<file path="src/rtl/core/bfs_shortest_path_engine_assert.svh">
// Assertion macros for the shortest path engine
`ifndef BFS_SHORTEST_PATH_ENGINE_ASSERT_SVH
`define BFS_SHORTEST_PATH_ENGINE_ASSERT_SVH
// Implication checked on every clock edge outside reset
`define BSP_ASSERT_IMPL(label, ante, cons) \
  label: assert property (@(posedge clk) disable iff (rst) (ante) |-> (cons)) \
    else $error("bsp check failed");
// Next-cycle implication outside reset
`define BSP_ASSERT_NEXT(label, ante, cons) \
  label: assert property (@(posedge clk) disable iff (rst) (ante) |=> (cons)) \
    else $error("bsp check failed");
`endif

</file>
<file path="src/rtl/core/bsp_pkg.sv">
// ---------------------------------------------------------------------------
// bsp_pkg
// Shared types and codes for the shortest path engine.
// ---------------------------------------------------------------------------
package bsp_pkg;
  localparam logic [1:0] REQ_ADD_NODE = 2'd0;
  localparam logic [1:0] REQ_ADD_EDGE = 2'd1;
  localparam logic [1:0] REQ_FIND     = 2'd2;

  localparam logic [1:0] ST_OK      = 2'd0;
  localparam logic [1:0] ST_UNKNOWN = 2'd1;
  localparam logic [1:0] ST_NO_PATH = 2'd2;
  localparam logic [1:0] ST_FULL    = 2'd3;

  typedef struct packed {
    logic [1:0] req_type;
    logic [3:0] node_a;
    logic [3:0] node_b;
  } req_t;

  typedef struct packed {
    logic [3:0] path_node;
    logic [3:0] hop_count;
    logic [1:0] status;
    logic       last;
  } rsp_t;
endpackage

</file>
<file path="src/rtl/core/bsp_if.sv">
// ---------------------------------------------------------------------------
// bsp_req_if / bsp_rsp_if
// Valid/ready channels for requests and results.
// ---------------------------------------------------------------------------
interface bsp_req_if;
  logic          valid;
  logic          ready;
  bsp_pkg::req_t data;
  modport source (output valid, output data, input ready);
  modport sink (input valid, input data, output ready);
endinterface

interface bsp_rsp_if;
  logic          valid;
  logic          ready;
  bsp_pkg::rsp_t data;
  modport source (output valid, output data, input ready);
  modport sink (input valid, input data, output ready);
endinterface

</file>
<file path="src/rtl/core/bfs_shortest_path_engine.sv">
// Sequence: add node answers from idle; add edge also passes S_EDGE2. A query
// reads each dequeued node (S_DEQ, S_QRD) and each neighbor entry (S_NRD, S_NCHK),
// then walks the parents (S_WALK, S_PRD) and sends each path result in turn.
// Throughput: one item at a time; the next request transfers the cycle after the
// last result of the previous item transfers.
// Reset: presence bits, neighbor counts, visited marks and queue pointers clear at
// once; neighbor, parent, queue and path memories are only read after writing.
// ---------------------------------------------------------------------------
// bfs_shortest_path_engine
// Breadth-first shortest path search over an undirected graph in memory.
// ---------------------------------------------------------------------------
module bfs_shortest_path_engine #(
  parameter int MAX_NODES  = 16,
  parameter int MAX_DEGREE = 8
) (
  input logic      clk,
  input logic      rst,
  bsp_req_if.sink   req,
  bsp_rsp_if.source rsp
);
  localparam int NW = 4;
  localparam int DW = (MAX_DEGREE > 1) ? $clog2(MAX_DEGREE) : 1;
  localparam int CW = $clog2(MAX_DEGREE + 1);
  localparam int AW = NW + DW;
  localparam int QW = 5;
  localparam int NN = (MAX_NODES < 16) ? MAX_NODES : 16;
  localparam logic [QW-1:0] QMAX = QW'(NN);

  localparam logic [3:0] S_IDLE  = 4'd0;
  localparam logic [3:0] S_EDGE2 = 4'd1;
  localparam logic [3:0] S_DEQ   = 4'd2;
  localparam logic [3:0] S_QRD   = 4'd3;
  localparam logic [3:0] S_NRD   = 4'd4;
  localparam logic [3:0] S_NCHK  = 4'd5;
  localparam logic [3:0] S_WALK  = 4'd6;
  localparam logic [3:0] S_PRD   = 4'd7;
  localparam logic [3:0] S_OUTR  = 4'd8;
  localparam logic [3:0] S_OUT   = 4'd9;
  localparam logic [3:0] S_RSP   = 4'd10;

  // node_present, neighbor_count and visited live in flops (16 entries)
  logic [15:0]   present;
  logic [CW-1:0] ncount [16];
  logic [15:0]   visited;

  // memories
  logic [NW-1:0] nbr_mem [16 << DW];
  logic [NW-1:0] par_mem [16];
  logic [NW-1:0] que_mem [16];
  logic [NW-1:0] stk_mem [16];
  logic [NW-1:0] nbr_q, par_q, que_q, stk_q;

  logic [3:0]    state;
  bsp_pkg::req_t cur_req;
  logic [QW-1:0] head, tail, len;
  logic [3:0]    cur, step;
  logic [CW-1:0] idx;
  logic [3:0]    hop;
  logic [QW-1:0] oidx;
  bsp_pkg::rsp_t out_d;
  logic          out_v;

  logic          a_ok, b_ok, full;
  logic [CW:0]   ca2, cb1, ca1;
  logic [AW-1:0] nbr_raddr;
  logic          nbr_ren;

  assign req.ready = (state == S_IDLE) && !out_v;
  assign rsp.valid = out_v;
  assign rsp.data  = out_d;

  // range checks for a request and room checks for an edge add
  assign a_ok = 32'(req.data.node_a) < MAX_NODES;
  assign b_ok = 32'(req.data.node_b) < MAX_NODES;
  assign ca1  = (CW+1)'(ncount[req.data.node_a]) + (CW+1)'(1);
  assign ca2  = (CW+1)'(ncount[req.data.node_a]) + (CW+1)'(2);
  assign cb1  = (CW+1)'(ncount[req.data.node_b]) + (CW+1)'(1);
  assign full = (req.data.node_a == req.data.node_b) ? (32'(ca2) > MAX_DEGREE)
              : ((32'(ca1) > MAX_DEGREE) || (32'(cb1) > MAX_DEGREE));

  assign nbr_raddr = AW'({cur, idx[DW-1:0]});
  assign nbr_ren   = (state == S_NRD);

  // Build a single-result answer with the given status
  function automatic bsp_pkg::rsp_t done_rsp(input logic [1:0] st);
    bsp_pkg::rsp_t r;
    r.path_node = '0;
    r.hop_count = '0;
    r.status    = st;
    r.last      = 1'b1;
    return r;
  endfunction

  // memory read ports: neighbor (enabled), queue, parent and path stack
  always_ff @(posedge clk) begin
    if (nbr_ren) nbr_q <= nbr_mem[nbr_raddr];
    que_q <= que_mem[head[3:0]];
    par_q <= par_mem[step];
    stk_q <= stk_mem[len[3:0] - oidx[3:0] - 4'd1];
  end

  // sequencer
  always_ff @(posedge clk) begin
    if (rst) begin
      state   <= S_IDLE;
      present <= '0;
      visited <= '0;
      out_v   <= 1'b0;
      head    <= '0;
      tail    <= '0;
      for (int i = 0; i < 16; i++) ncount[i] <= '0;
    end else begin
      if (out_v && rsp.ready) out_v <= 1'b0;
      case (state)
        S_IDLE: begin
          if (req.valid && req.ready) begin
            cur_req <= req.data;
            case (req.data.req_type)
              bsp_pkg::REQ_ADD_NODE: begin
                if (!a_ok) out_d <= done_rsp(bsp_pkg::ST_UNKNOWN);
                else begin
                  out_d <= done_rsp(bsp_pkg::ST_OK);
                  present[req.data.node_a] <= 1'b1;
                end
                out_v <= 1'b1;
              end
              bsp_pkg::REQ_ADD_EDGE: begin
                if (!a_ok || !b_ok) begin
                  out_d <= done_rsp(bsp_pkg::ST_UNKNOWN);
                  out_v <= 1'b1;
                end else if (full) begin
                  out_d <= done_rsp(bsp_pkg::ST_FULL);
                  out_v <= 1'b1;
                end else begin
                  out_d <= done_rsp(bsp_pkg::ST_OK);
                  nbr_mem[AW'({req.data.node_a, ncount[req.data.node_a][DW-1:0]})]
                    <= req.data.node_b;
                  ncount[req.data.node_a] <= ncount[req.data.node_a] + CW'(1);
                  present <= present | (16'd1 << req.data.node_a)
                             | (16'd1 << req.data.node_b);
                  state <= S_EDGE2;
                end
              end
              bsp_pkg::REQ_FIND: begin
                if (!a_ok || !b_ok || !present[req.data.node_a]
                    || !present[req.data.node_b]) begin
                  out_d <= done_rsp(bsp_pkg::ST_UNKNOWN);
                  out_v <= 1'b1;
                end else begin
                  out_d <= done_rsp(bsp_pkg::ST_OK);
                  visited <= 16'd1 << req.data.node_a;
                  par_mem[req.data.node_a] <= req.data.node_a;
                  que_mem[0] <= req.data.node_a;
                  head  <= '0;
                  tail  <= QW'(1);
                  state <= S_DEQ;
                end
              end
              default: ;
            endcase
          end
        end
        S_EDGE2: begin
          // second list append, after the first count update
          nbr_mem[AW'({cur_req.node_b, ncount[cur_req.node_b][DW-1:0]})] <= cur_req.node_a;
          ncount[cur_req.node_b] <= ncount[cur_req.node_b] + CW'(1);
          out_v <= 1'b1;
          state <= S_IDLE;
        end
        S_DEQ: begin
          if (head == tail) begin
            out_d.status <= bsp_pkg::ST_NO_PATH;
            out_v <= 1'b1;
            state <= S_IDLE;
          end else state <= S_QRD;
        end
        S_QRD: begin
          cur  <= que_q;
          head <= head + QW'(1);
          idx  <= '0;
          if (que_q == cur_req.node_b) begin
            step <= cur_req.node_b;
            len  <= '0;
            state <= S_WALK;
          end else state <= S_NRD;
        end
        S_NRD: begin
          if (idx >= ncount[cur] || 32'(idx) >= MAX_DEGREE) state <= S_DEQ;
          else state <= S_NCHK;
        end
        S_NCHK: begin
          if (32'(nbr_q) < MAX_NODES && !visited[nbr_q] && tail < QMAX) begin
            visited[nbr_q] <= 1'b1;
            par_mem[nbr_q] <= cur;
            que_mem[tail[3:0]] <= nbr_q;
            tail <= tail + QW'(1);
          end
          idx   <= idx + CW'(1);
          state <= S_NRD;
        end
        S_WALK: begin
          stk_mem[len[3:0]] <= step;
          len <= len + QW'(1);
          if (step == cur_req.node_a || len + QW'(1) >= QMAX) begin
            hop  <= len[3:0];
            oidx <= '0;
            state <= S_OUTR;
          end else state <= S_PRD;
        end
        S_PRD: begin
          step  <= par_q;
          state <= S_WALK;
        end
        S_OUTR: state <= S_OUT;
        S_OUT: begin
          if (!out_v) begin
            out_d <= '{path_node: stk_q, hop_count: hop, status: bsp_pkg::ST_OK,
                       last: (oidx + QW'(1) == len)};
            out_v <= 1'b1;
            oidx  <= oidx + QW'(1);
            state <= S_RSP;
          end
        end
        S_RSP: begin
          if (oidx == len) state <= S_IDLE;
          else state <= S_OUTR;
        end
        default: state <= S_IDLE;
      endcase
    end
  end

  `include "bfs_shortest_path_engine_assert.svh"
  `BSP_ASSERT_IMPL(a_ready_idle, req.ready, state == S_IDLE)
  `BSP_ASSERT_IMPL(a_tail_bound, state != S_IDLE, tail <= QMAX)
  `BSP_ASSERT_IMPL(a_head_tail, state == S_QRD, head < tail)
  `BSP_ASSERT_NEXT(a_hold, rsp.valid && !rsp.ready, rsp.valid && $stable(rsp.data))
endmodule

</file>
<file path="src/flat_wrapper.sv">
// flat-port wrapper written by rule: the top's interface ports become plain ports
module bfs_shortest_path_engine_flat 
#(
  parameter int MAX_NODES  = 16,
  parameter int MAX_DEGREE = 8
)
  (clk, rst, req_valid, req_data, req_ready, rsp_valid, rsp_data, rsp_ready);
  bsp_req_if req_i ();
  bsp_rsp_if rsp_i ();
  input logic clk;
  input logic rst;
  input wire logic [$bits(req_i.valid)-1:0] req_valid;
  input wire logic [$bits(req_i.data)-1:0] req_data;
  output wire logic [$bits(req_i.ready)-1:0] req_ready;
  output wire logic [$bits(rsp_i.valid)-1:0] rsp_valid;
  output wire logic [$bits(rsp_i.data)-1:0] rsp_data;
  input wire logic [$bits(rsp_i.ready)-1:0] rsp_ready;
  assign req_i.valid = req_valid;
  assign req_i.data = req_data;
  assign req_ready = req_i.ready;
  assign rsp_valid = rsp_i.valid;
  assign rsp_data = rsp_i.data;
  assign rsp_i.ready = rsp_ready;
  bfs_shortest_path_engine #(.MAX_NODES(MAX_NODES), .MAX_DEGREE(MAX_DEGREE)) u_core (.clk(clk), .rst(rst), .req(req_i), .rsp(rsp_i));
endmodule
</file>
<file path="config.mk">
export PLATFORM = sky130hd
export DESIGN_NAME = bfs_shortest_path_engine_flat
export DESIGN_NICKNAME = d
export VERILOG_FILES = /design/src/rtl/core/bsp_pkg.sv /design/src/rtl/core/bsp_if.sv /design/src/rtl/core/bfs_shortest_path_engine.sv /design/src/flat_wrapper.sv
export VERILOG_INCLUDE_DIRS = /design/src /design/src/rtl/core
export SDC_FILE = /design/constraint.sdc
export NUM_CORES = 1
export LEC_CHECK = 0
export ABC_CLOCK_PERIOD_IN_PS = 4000
export BUFFER_PORTS_ARGS = -buffer_cell sky130_fd_sc_hd__buf_4
export CORE_MARGIN = 4
export CORE_UTILIZATION = 57
export DETAILED_ROUTE_END_ITERATION = 8
export MAX_ROUTING_LAYER = met4
export PLACE_DENSITY = 0.74
export SYNTH_ARGS = -nofsm -noshare
export SYNTH_HDL_FRONTEND = slang
export SYNTH_SLANG_ARGS = --single-unit
</file>
<file path="constraint.sdc">
create_clock -name clk -period 4 [get_ports clk]
set_clock_uncertainty 0.2 [all_clocks]
set_input_delay 0.4 -clock clk [delete_from_list [all_inputs] [get_ports clk]]
set_output_delay 0.4 -clock clk [all_outputs]
set_load 0.01 [all_outputs]
</file>
Yosys cells after proc, flatten, opt, wreduce, memory -nomap -nowiden

Memories as Yosys holds them, arrays and structs flattened. A register that Yosys moved wholly into a read port is not among the register bits.
Index checks and enable logic that the tools add are counted.

Add/sub/neg operators: 12
Multipliers: 0
Div/mod/pow operators: 0
$lt $le $gt $ge: 12
Eq/ne operators: 31
Shift-type cells: 2
Mux-type cells: 104
Bitwise operators: 5
Reductions and logical operators: 43

Operators with widths:

| operator               | number |
|---|---|
| $mux W16               | 5 |
| $mux W4                | 18 |
| $or A16 B16 Y16        | 4 |
| $pmux W16 S2           | 2 |
| $mux W5                | 10 |
| $mux W1                | 41 |
| $pmux W4 S10           | 1 |
| $pmux W5 S2            | 4 |
| $pmux W11 S3           | 1 |
| $shl A1 B4 Y16 const A | 2 |
| $pmux W4 S2            | 3 |
| $mux W11               | 2 |
| $add A5 B1 Y5 const B  | 4 |
| $reduce_or A4 Y1       | 5 |
| $eq A4 B3 Y1 const B   | 4 |
| $pmux W8 S2            | 1 |
| $reduce_bool A2 Y1     | 8 |
| $eq A5 B5 Y1           | 3 |
| $gt A5 B4 Y1 const B   | 3 |
| $lt A4 B5 Y1 const B   | 3 |
| $reduce_and A5 Y1      | 3 |
| $add A4 B1 Y4 const B  | 3 |
| $bmux W1 S4            | 3 |
| $eq A4 B4 Y1           | 3 |
| 37 further kinds       | 73 |

Register bits after elaboration: 92
Bits in latches: 0
Memory bits (writable): 768
Memory bits (read-only): 0
Bits of input ports: 14
Output and inout bits: 13
Memories kept: 5

Memory list:

| memory         | depth | bits a word | rd ports | clocked after Yosys merged registers in | write ports | RTL line                       | source |
|---|---|---|---|---|---|---|---|
| u_core.nbr_mem | 128   | 4           | 1        | 1                                       | 1           | bfs_shortest_path_engine.sv:47 | `logic [NW-1:0] nbr_mem [16 << DW];` |
| u_core.ncount  | 16    | 4           | 4        | 2                                       | 16          | bfs_shortest_path_engine.sv:43 | `logic [CW-1:0] ncount [16];` |
| u_core.par_mem | 16    | 4           | 1        | 1                                       | 1           | bfs_shortest_path_engine.sv:48 | `logic [NW-1:0] par_mem [16];` |
| u_core.que_mem | 16    | 4           | 1        | 1                                       | 1           | bfs_shortest_path_engine.sv:49 | `logic [NW-1:0] que_mem [16];` |
| u_core.stk_mem | 16    | 4           | 1        | 1                                       | 1           | bfs_shortest_path_engine.sv:50 | `logic [NW-1:0] stk_mem [16];` |

Depth between registers and ports, before layout

An unclocked memory read counts as a cell.

Word-level depth: 14
Depth in mapped cells: 15
Gate-level depth less buffers: 11

Least setup slack after synthesis

No wires, ideal clock.

Kind: register -> register
Start point: register (tool-made name)
End point: register u_core.state[0]
Setup time: 0.086 ns
Data arrival time: 3.618 ns
Setup slack: 0.097 ns
Cell stages (with the launch flop): 13
Clock period less this slack: 3.903 ns
Cells stage by stage: dfxtp_1 -> clkbuf_1 -> buf_1 -> mux4_2 -> mux4_2 -> ha_1 -> nand2b_1 -> a21o_1 -> a21o_1 -> a211oi_1 -> a2bb2o_1 -> a211oi_1 -> a211oi_1

RTL lines:

| item                 | RTL line                        | source |
|---|---|---|
| end signal, assigned | bfs_shortest_path_engine.sv:105 | `state <= S_IDLE;` |
| end signal, assigned | bfs_shortest_path_engine.sv:141 | `state <= S_EDGE2;` |
| end signal, assigned | bfs_shortest_path_engine.sv:156 | `state <= S_DEQ;` |
| end, declared        | bfs_shortest_path_engine.sv:53  | `logic [3:0] state;` |

==> impl_metrics.tcl <==
set metrics [dict create \
    status "complete, no violations" \
    arrival_ps 4020 \
    nets 2558 \
    grt_pass1_vias 22900 \
    synthCells 2413 \
    antenna_left 0 \
    timing.rr.end "u_core.nbr_mem[54][3]" \
    wirelength_um 92000 \
    multi_input_area_mm2 0.0122 \
    die_area_mm2 0.0721 \
    hold_viol 0 \
    fin_cells 3464 \
    synth_cell_types 68 \
    synth_warnings 0 \
    ys_top_cells_by_count "edfxtp_1, nor3_1, mux4_2" \
    initial_core_util_pct 57.5 \
    drtIter0Drc 2333 \
    cts_max_level 3 \
    rows 95 \
    syn-cell-area_mm2 0.0387 \
    synthAdderAreaFrac_pct 0.763 \
    die_h_um 269 \
    max_cap_viol_count 0 \
    synthXorXnorAreaFrac_pct 0.947 \
    dp.cells 3294 \
    rsz0062_at_grt "yes" \
    setup_violations 0 \
    clockBufferDepth 3 \
    clock_sinks 884 \
    leakagePower_nw 14.4 \
    synth_compound_area_share_pct 5.64 \
    synth_top_area_cell "edfxtp_1" \
    antenna_found_initial 1 \
    hp-start "rst" \
    vias_per_cell 6.63 \
    synth_top_family_by_area "multiplexers" \
    timing.setup.tns_ps 0 \
    root_buffer "clkbuf_16" \
    path_max_fanout 12 \
    grt_usage_pct 26.1 \
    cp-start-kind "flop" \
    post-route-period-util_pct 98.8 \
    async_flop_share_pct 0 \
    ys_seq_elements 884 \
    placed_cell_area_mm2 0.0408 \
    whs_path_depth 4 \
    synthMuxAreaShare_pct 15.7 \
    post-synth-top-count-cell "edfxtp_1" \
    setup_ws_ps 47.3 \
    coreArea_mm2 0.0673 \
    post-dp-hpwl_um 58700 \
    gr-total-overflow 0 \
    total_power_w 0.0197 \
    synthSimpleGateAreaFrac_pct 7.48 \
    end_kind "flop" \
    clock_latency_ps 650 \
    layout-drive-gt1-share_pct 25.7 \
    crit_type "flop to flop" \
    drc_errors 0 \
    hp-class "input pin to flop" \
    synth_top_cells_by_area "edfxtp_1, mux4_2, mux2i_1, dfxtp_1, nor3_1" \
    nFillCells 4476 \
    path_clk_slew_ps 60 \
    period_minus_slack_ps 3950 \
    io_pins 27 \
    required_ps 4070 \
    relSlewSlack_pct 22.2 \
    min_to "u_core.state[2]" \
    vias 23000 \
    fin_area_mm2 0.0441 \
    yosysTopAreaCellShare_pct 63.4 \
    reg2reg_depth 13 \
    cts-buffers-inserted 88 \
    drt-wirelength-per-cell_um 26.6 \
    pre_cts_ws_ps -184 \
    ff2ff_setup_slack_ps 50 \
    dr.pass1.iters 5 \
    grt_max_degree 92 \
    die_x_um 269 \
    tightest_slew_ps 1170 \
    max_freq_mhz 253 \
    cts_tree "built" \
    synth_nets 2450 \
    power.density_mw_per_mm2 447 \
    area_growth_pct 13.9 \
    synth_area_per_cell_um2 16.0 \
    synthFlopType "edfxtp_1" \
    r2r-start "u_core.ncount[0][1]" \
    ys_seq_area_share_pct 66.9 \
    grt_pass1_wl_um 138000 \
    seq_area_mm2 0.0259 \
    synth_edf_count 817 \
    maxSlewViolCount 0 \
    place_congestion 0.891 \
    port-buffer-count 26 \
    vdd.ir_drop.worst_uv 383 \
]
-- cells in the final DEF (no fill, tap or decap), types with 67 or more instances in the layout --
master and n:
edfxtp_1 817, mux4_2 194, buf_4 187, mux2i_1 146, nor3_1 145, nand2_1 121, clkbuf_16 90, nor2_1 74
nor3_2 72, dfxtp_1 67
-- worst max-delay path: stages (launching register included) --
cell,delay (ps)
edfxtp_1,480
mux4_2,530
a22oi_2,200
nand2_1,100
ha_2,230
nor3b_2,190
mux2i_1,110
o211ai_1,110
a31oi_2,80
a211oi_4,320
a22oi_2,130
buf_12,180
buf_4,190
nor3_1,520
-- worst max-delay path by stage --
| stage | slack (ps) | endpoint | startpoint | cells past startpoint |
|---|---|---|---|---|
| 2_1_floorplan | 100 | u_core.state[0] | flop | 12 |
| 3_3_place_gp | -40 | u_core.nbr_mem[7][0] | req_data[4] | 16 |
| 3_5_place_dp | -180 | u_core.nbr_mem[54][0] | req_data[4] | 14 |
| 4_1_cts | 2 | u_core.nbr_mem[54][0] | u_core.ncount[0][1] | 13 |
| 5_1_grt | -90 | u_core.nbr_mem[54][0] | u_core.ncount[0][1] | 13 |
| 6_report | 50 | u_core.nbr_mem[54][3] | u_core.ncount[0][1] | 13 |
-- what timing repair did --
item / 4_1_cts / 5_1_grt
setup endpoints to repair: 4 / 417
endpoints found under the hold margin: 11 / 0
pin swaps: 0 / 3
gates cloned: 0 / 1
hold buffers: 7 / 0
gates resized for setup: 1 / 64
setup buffers: 0 / 2
-- sequential cells by signal (all words and copies together), names as in the netlist, 4 cells and up, named ones only --
register / count
u_core.visited: 16
u_core.idx: 4
u_core.stk_q: 4
u_core.par_q: 4
u_core.hop: 4
u_core.stk_mem: 64
u_core.oidx: 5
u_core.cur_req: 8
u_core.tail: 5
u_core.ncount: 64
u_core.present: 16
u_core.que_q: 4
u_core.head: 5
u_core.step: 4
u_core.par_mem: 64
u_core.len: 5
u_core.state: 4
u_core.nbr_q: 4
u_core.que_mem: 64
u_core.nbr_mem: 512
u_core.cur: 4
u_core.rsp.data: 11
-- per-stage QoR --
stage	util [%]	hold slack (ps)
final	65.5	82.2
after global routing	65.5	110
after CTS	65.0	36.2
after detailed placement	60.7	276
after global placement	60.7	265
after floorplan	-	224
-- layout make-up --
| type | count | share of cell area (%) |
|---|---|---|
| flip-flops and latches | 884 | 58.7 |
| multi-input cells | 1289 | 27.7 |
| clock buffers | 101 | 5.20 |
| repair buffers | 217 | 4.34 |
| well taps | 873 | 2.48 |
| clock inverters | 58 | 1.17 |
| inverters | 41 | 0.349 |
| diodes | 1 | 0.00568 |
-- per-layer routing --
layer  vias up  GRT usage [%]  part of all wire, %
li1       9911              -                    -
met1     11700           35.1                   40
met2      1198           41.0                   49
met3       199           4.91                  8.5
met4         0           8.46                  3.1
met5         -              -                    0
-- report_power, final --
part           switching, W  internal [W]  leakage (nW)
combinational      0.000885      0.000445          5.09
sequential        0.0000793        0.0102          7.99
clock               0.00346       0.00458          1.37
-- cell families (layout without fill, tap and decap cells) --
| kind of cell | after synthesis | after routing |
|---|---|---|
| simple gates | 560 | 560 |
| compound gates | 304 | 304 |
| fa+ha+maj | 23 | 23 |
| other cells | 0 | 1 |
| buf+inv | 240 | 417 |
| flops | 884 | 884 |
| xor+xnor | 41 | 41 |
| mux | 361 | 361 |
(Power assumes the default switching activity.)
